## src/hdl/upd_pkg.sv

```systemverilog
`default_nettype none
package upd_pkg;

  localparam int unsigned RunMax = 3;

  localparam logic [7:0] ChPlus    = 8'h2B;
  localparam logic [7:0] ChPercent = 8'h25;
  localparam logic [7:0] ChSpace   = 8'h20;

  typedef struct packed {
    logic [RunMax-1:0][7:0] bytes;
    logic [1:0]             cnt;
    logic                   last;
  } run_t;

endpackage
`default_nettype wire

```

## src/hdl/upd_front.sv

```systemverilog
`default_nettype none
module upd_front (
  input  wire logic        clk,
  input  wire logic        rst,
  input  wire logic        in_valid,
  output logic             in_stall,
  input  wire logic [7:0]  in_byte,
  input  wire logic        in_last,
  input  wire logic        q_full,
  output logic             push,
  output upd_pkg::run_t    push_run
);
  import upd_pkg::*;

  typedef enum logic [1:0] {
    PH_IDLE,
    PH_PCT,
    PH_DIGIT
  } phase_t;

  phase_t     phase, phase_next;
  logic [7:0] held, held_next;
  run_t       run;
  logic       accept;

  function automatic logic is_hex(logic [7:0] c);
    logic [7:0] lc;
    lc = c | 8'h20;
    is_hex = (c >= 8'h30 && c <= 8'h39) || (lc >= 8'h61 && lc <= 8'h66);
  endfunction

  function automatic logic [3:0] hex_val(logic [7:0] c);
    if (c <= 8'h39) begin
      hex_val = c[3:0];
    end else begin
      hex_val = c[3:0] + 4'd9;
    end
  endfunction

  function automatic run_t append(run_t r, logic [7:0] b);
    run_t o;
    o = r;
    if (r.cnt != 2'd3) begin
      o.bytes[r.cnt] = b;
      o.cnt = r.cnt + 2'd1;
    end
    append = o;
  endfunction

  always_comb begin
    logic plain_needed;
    run = '0;
    run.last = in_last;
    phase_next = phase;
    held_next = held;
    plain_needed = 1'b0;
    case (phase)
      PH_PCT: begin
        if (is_hex(in_byte)) begin
          held_next = in_byte;
          phase_next = PH_DIGIT;
        end else begin
          phase_next = PH_IDLE;
          run = append(run, ChPercent);
          plain_needed = 1'b1;
        end
      end
      PH_DIGIT: begin
        phase_next = PH_IDLE;
        if (is_hex(in_byte)) begin
          run = append(run, {hex_val(held), hex_val(in_byte)});
        end else begin
          run = append(run, ChPercent);
          run = append(run, held);
          plain_needed = 1'b1;
        end
      end
      default: begin
        phase_next = PH_IDLE;
        plain_needed = 1'b1;
      end
    endcase
    if (plain_needed) begin
      if (in_byte == ChPlus) begin
        run = append(run, ChSpace);
      end else if (in_byte == ChPercent) begin
        phase_next = PH_PCT;
      end else begin
        run = append(run, in_byte);
      end
    end
    if (in_last) begin
      if (phase_next == PH_PCT) begin
        run = append(run, ChPercent);
      end else if (phase_next == PH_DIGIT) begin
        run = append(run, ChPercent);
        run = append(run, held_next);
      end
      phase_next = PH_IDLE;
      held_next = '0;
    end
  end

  assign in_stall = q_full;
  assign accept   = in_valid && !q_full;
  assign push     = accept && (run.cnt != 2'd0);
  assign push_run = run;

  always_ff @(posedge clk) begin
    if (rst) begin
      phase <= PH_IDLE;
      held  <= '0;
    end else if (accept) begin
      phase <= phase_next;
      held  <= held_next;
    end
  end

endmodule
`default_nettype wire

```

## src/hdl/upd_queue.sv

```systemverilog
`default_nettype none
module upd_queue (
  input  wire logic          clk,
  input  wire logic          rst,
  input  wire logic          push,
  input  wire upd_pkg::run_t push_run,
  output logic               full,
  input  wire logic          pop,
  output logic               nonempty,
  output upd_pkg::run_t      head
);
  import upd_pkg::*;

  run_t       mem [2];
  logic       wptr, rptr;
  logic [1:0] count;

  assign full     = (count == 2'd2);
  assign nonempty = (count != 2'd0);
  assign head     = mem[rptr];

  always_ff @(posedge clk) begin
    if (push) begin
      mem[wptr] <= push_run;
    end
  end

  always_ff @(posedge clk) begin
    if (rst) begin
      wptr  <= 1'b0;
      rptr  <= 1'b0;
      count <= 2'd0;
    end else begin
      if (push) begin
        wptr <= ~wptr;
      end
      if (pop) begin
        rptr <= ~rptr;
      end
      case ({push, pop})
        2'b10:   count <= count + 2'd1;
        2'b01:   count <= count - 2'd1;
        default: count <= count;
      endcase
    end
  end

endmodule
`default_nettype wire

```

## src/hdl/upd_back.sv

```systemverilog
`default_nettype none
module upd_back (
  input  wire logic          clk,
  input  wire logic          rst,
  input  wire logic          nonempty,
  input  wire upd_pkg::run_t head,
  output logic               pop,
  output logic               out_valid,
  input  wire logic          out_stall,
  output logic [7:0]         out_byte,
  output logic               run_last,
  output logic               msg_last
);
  import upd_pkg::*;

  logic [1:0] idx;
  logic       xfer;

  assign out_valid = nonempty;
  assign out_byte  = head.bytes[idx];
  assign run_last  = (idx == head.cnt - 2'd1);
  assign msg_last  = run_last && head.last;
  assign xfer      = nonempty && !out_stall;
  assign pop       = xfer && run_last;

  always_ff @(posedge clk) begin
    if (rst) begin
      idx <= 2'd0;
    end else if (pop) begin
      idx <= 2'd0;
    end else if (xfer) begin
      idx <= idx + 2'd1;
    end
  end

endmodule
`default_nettype wire

```

## src/hdl/url_percent_decoder_top.sv

```systemverilog
`default_nettype none
// Channel | Handshake           | Payload
// input   | in_valid, in_stall  | in_byte, in_last
// output  | out_valid, out_stall| out_byte, run_last, msg_last
// Each input byte is classified in the cycle it transfers; its zero to three
// results go into a two-entry queue and leave one byte per cycle unless
// out_stall is high. Sustained rate is one input per cycle while each input
// yields at most one byte and out_stall is low; a longer run holds its entry
// until its last byte leaves. in_stall rises only when the queue is full.
// Synchronous reset clears the escape state and empties the queue.
module url_percent_decoder_top (
  input  wire logic       clk,
  input  wire logic       rst,
  input  wire logic       in_valid,
  output logic            in_stall,
  input  wire logic [7:0] in_byte,
  input  wire logic       in_last,
  output logic            out_valid,
  input  wire logic       out_stall,
  output logic [7:0]      out_byte,
  output logic            run_last,
  output logic            msg_last
);
  import upd_pkg::*;

  logic push, pop, q_full, q_nonempty;
  run_t push_run, head;

  upd_front u_front (
    .clk      (clk),
    .rst      (rst),
    .in_valid (in_valid),
    .in_stall (in_stall),
    .in_byte  (in_byte),
    .in_last  (in_last),
    .q_full   (q_full),
    .push     (push),
    .push_run (push_run)
  );

  upd_queue u_queue (
    .clk      (clk),
    .rst      (rst),
    .push     (push),
    .push_run (push_run),
    .full     (q_full),
    .pop      (pop),
    .nonempty (q_nonempty),
    .head     (head)
  );

  upd_back u_back (
    .clk       (clk),
    .rst       (rst),
    .nonempty  (q_nonempty),
    .head      (head),
    .pop       (pop),
    .out_valid (out_valid),
    .out_stall (out_stall),
    .out_byte  (out_byte),
    .run_last  (run_last),
    .msg_last  (msg_last)
  );

endmodule
`default_nettype wire
```

## config.mk

```make
export PLATFORM = sky130hd
export DESIGN_NAME = url_percent_decoder_top
export DESIGN_NICKNAME = d
export VERILOG_FILES = /design/src/hdl/upd_pkg.sv /design/src/hdl/upd_front.sv /design/src/hdl/upd_queue.sv /design/src/hdl/upd_back.sv /design/src/hdl/url_percent_decoder_top.sv
export SDC_FILE = /design/constraint.sdc
export NUM_CORES = 1
export LEC_CHECK = 0
export ABC_AREA = 0
export BUFFER_PORTS_ARGS = -buffer_cell sky130_fd_sc_hd__buf_2
export CAP_MARGIN = 20
export CORE_UTILIZATION = 45
export CTS_CLUSTER_DIAMETER = 200
export DETAILED_ROUTE_END_ITERATION = 8
export GPL_ROUTABILITY_DRIVEN = 0
export GPL_TIMING_DRIVEN = 0
export HOLD_SLACK_MARGIN = 0.03
export PLACE_DENSITY = 0.59
export SLEW_MARGIN = 25
export SYNTH_ARGS = -nofsm -noshare
export SYNTH_HDL_FRONTEND = slang
export SYNTH_HIERARCHICAL = 1
export SYNTH_SLANG_ARGS = --single-unit
```

## constraint.sdc

```tcl
create_clock -name clk -period 7.2 [get_ports clk]
set_input_delay 1.08 -clock clk [delete_from_list [all_inputs] [get_ports clk]]
set_output_delay 1.08 -clock clk [all_outputs]
set_load 0.02 [all_outputs]
```

==> summary.md <==
| Metric | Value |
|---|---|
| Netlist Area Pre-Place | 4270 µm² |
| WP data required | roughly 7.5 ns |
| Most common cell after layout, fill and taps aside | edfxtp_1 |
| DR WL/cell | ~19 µm |
| EDFF count, synth | between 50 and 60 |
| CP Launch Type | input pin |
| Worst setup path class | input pin to flop |
| Transition time of the tightest slew-check pin | approximately 0.8 ns |
| Core Footprint | slightly above 9000 µm² |
| Count of final setup violators | 0 |
| CTS buffer count | 9 |
| Syn_nets | roughly 430 |
| Final period util | approximately 60% |
| Share of layout cells above drive strength 1 | between 20% and 30% |
| CTS tree | done |
| Initial antenna violation count | 0 |
| Vias post-DR | about 3.4k |
| Setup TNS | 0 ns |
| Area delta synth->final | 11.5% |
| Static Leak | between 1.5 and 2 nW |
| MaxCap Viol Count | 0 |
| Die Span X | ~99 µm |
| Hold Path Sink | u_front/phase[1]$_SDFFE_PP0P_ |
| Register area share after synthesis | between 40% and 50% |
| Worst slew margin | 45.3% |
| FMAX | around 230 MHz |
| Worst Setup End Kind | flop |
| Reg2reg end | u_queue/count[1]$_SDFFE_PP0P_ |
| Root buffer cell | clkbuf_8 |
| Row Count | 35 |
| DRT Pass-1 Iters | 5 |
| Hold Crit Depth | 2 |
| Area post-placement | ~4600 µm² |
| FF-to-FF Start | u_front/phase[0]$_SDFFE_PP0P_ |
| Hold path start | u_front/phase[1]$_SDFFE_PP0P_ |
| DPL Wire Length | 7.93 mm |
| Area contributors post-synth | edfxtp_1 (38%), dfxtp_1 (8.0%), mux2_2 (7.1%), ha_1 (3.2%), mux2i_1 (2.3%) |
| Pin count of the biggest net entering global routing | 28 |
| First-pass GRT wire length | between 15 and 20 mm |
| Synth warn | 6 |
| Antenna Nets Post-Route | 0 |
| Vias in the first global route | roughly 3.1k |
| Gr ovfl total | 0 |
| Seq cells post-synth | 71 |
| Setup WS post-layout | roughly 2.9 ns |
| I/O pin total | 25 |
| Die area | roughly 9900 µm² |
| Worst setup path startpoint | in_byte[0] |
| Final instance area | 4770 µm² |
| Mapped Cells | approximately 400 |
| Synth unique cells | 77 |
| Yosys top cell area share | between 30% and 40% |
| Die height | around 99 µm |
| Post-CTS sizing | 0 |
| Fin crit period | ~4.3 ns |
| Clock latency on the worst-skew pair | around 0.34 ns |
| Clk slew on worst S/H paths | ~0.080 ns |
| Hold crit path type | flop to flop |
| CTS Sinks | 71 |
| Number of vias per cell | 5.91 |
| Setup Buffers After CTS | 0 |
| Reg2Reg Setup Slack | ~3.7 ns |
| R2r worst-path depth | 11 |
| Layout Nets | 462 |
| Final hold vios | 0 |
| Cell Pwr Density | roughly 210 nW/µm² |
| CTS H-tree depth | 3 |
| DRC Markers | 0 |
| Worst Skew | 0.00998 ns |
| Ys flop type | edfxtp_1 |
| Tot Pwr | 0.000982 W |
| GRT Overall Usage | between 20% and 30% |
| Initial drt markers | ~200 |
| Syn Area/Cell | ~11 µm² |
| WL final | around 11 mm |
| PortBufs | 22 |
| Post-synth ARST share | 0% |
| Run status | finished, final reports clean |
| Pre-CTS WS | between 2 and 3 ns |
| Unrepaired setup endpoints after global routing | false |
| Most frequent cells in the layout | edfxtp_1 (54), buf_2 (29), mux2_2 (27), nand2_1 (26), inv_1 (20) |
| # hold bufs at CTS | 0 |
| Maximum fanout along the worst path | 10 |
| Final Max Tran Viols | 0 |
| Max rail drop VDD | roughly 0.000085 V |
| Synth area leader | edfxtp_1 |
| Initial Util | 46.3% |
| Deepest clock path buffer count | 2 |
| Worst path arrival time | about 4.6 ns |
| Antenna Cells | 0 |
[worst max-delay path by stage]
stage	cells past startpoint	slack, ns	to
2_1_floorplan	10	2.70	u_queue/mem[0][0]$_DFFE_PP_
3_3_place_gp	10	1.44	u_queue/mem[0][17]$_DFFE_PP_
3_5_place_dp	13	2.62	u_queue/count[1]$_SDFFE_PP0P_
4_1_cts	13	2.98	u_queue/count[1]$_SDFFE_PP0P_
5_1_grt	13	2.60	u_queue/count[1]$_SDFFE_PP0P_
6_report	13	2.87	u_queue/count[1]$_SDFFE_PP0P_
[report_power, final]
part           switching [W]  total [W]  internal (W)
logic               0.000115   0.000191     0.0000762
registers         0.00000948   0.000479      0.000470
clock network       0.000152   0.000312      0.000160
total               0.000276   0.000982      0.000706
[sequential cells by signal (all words and copies together), names as in the netlist, named ones only]
signal         flops
u_queue/wptr       1
u_front/held       8
u_back/idx         2
u_front/phase      2
u_queue/mem       54
u_queue/count      2
u_queue/rptr       1
[per-stage QoR]
stage | cells | hold WS (ns) | utilization, %
after CTS | 572 | 0.493 | 51.6
after global routing | 572 | 0.506 | 51.6
final | 572 | 0.489 | 51.6
after global placement | 555 | 0.467 | 49.2
after detailed placement | 556 | 0.481 | 49.5
after floorplan | 404 | 0.453 | -
[synthesized netlist by cell type, drive strengths merged, types with 4 or more instances]
library cell  count
nand2b            4
clkbuf           13
nand3            10
mux2             27
buf              14
a22oi             4
edfxtp           54
a211oi            6
nor2             18
and2              7
o21ai            27
nor3              7
a22o              4
o32ai             7
nand3b            4
dfxtp            17
or3               7
nor2b             5
a21oi            20
a31oi             6
o31ai             7
xnor2             7
inv              20
nor4              6
nand2            27
ha               11
mux2i            10
[final cells by class]
type                            instances  area (µm²)
Inverter                               21        78.8
Sequential cell                        71        1960
Fill cell                             849        4470
Multi-Input combinational cell        285        2110
Clock buffer                            9         124
Buffer                                 27         133
Tap cell                              129         161
Timing Repair Buffer                   23         125
Clock inverter                          7        72.6
[cells by family after synthesis]
family                   Yosys count  synth area share [%]
XOR/XNOR                           9                  1.84
adder cells (fa/ha/maj)           11                  3.22
multiplexers                      37                  9.46
AO/OA/AOI/OAI                    116                  19.7
buffers and inverters             48                  4.95
flip-flops                        71                  45.9
AND/OR/NAND/NOR                  112                  15.0
[per-layer routing]
metal  vias to the layer above  wire (µm)  track usage [%]
met5                         -          0                0
met4                         0        381             11.7
met3                        31        652             3.79
met2                       140       4750             34.4
met1                      1604       4940             32.2
li1                       1608          -                -
[critical path, cell delays in order]
cell      delay, ns
buf_2          0.20
inv_1          0.11
ha_1           0.23
o21bai_1       0.31
a21o_1         0.30
buf_1          0.45
a211oi_2       0.16
nor4_2         0.54
a31oi_1        0.25
inv_1          0.18
ha_1           0.28
or3_1          0.36
a21oi_1        0.15
Note: power is estimated with default switching activity, not from simulation.
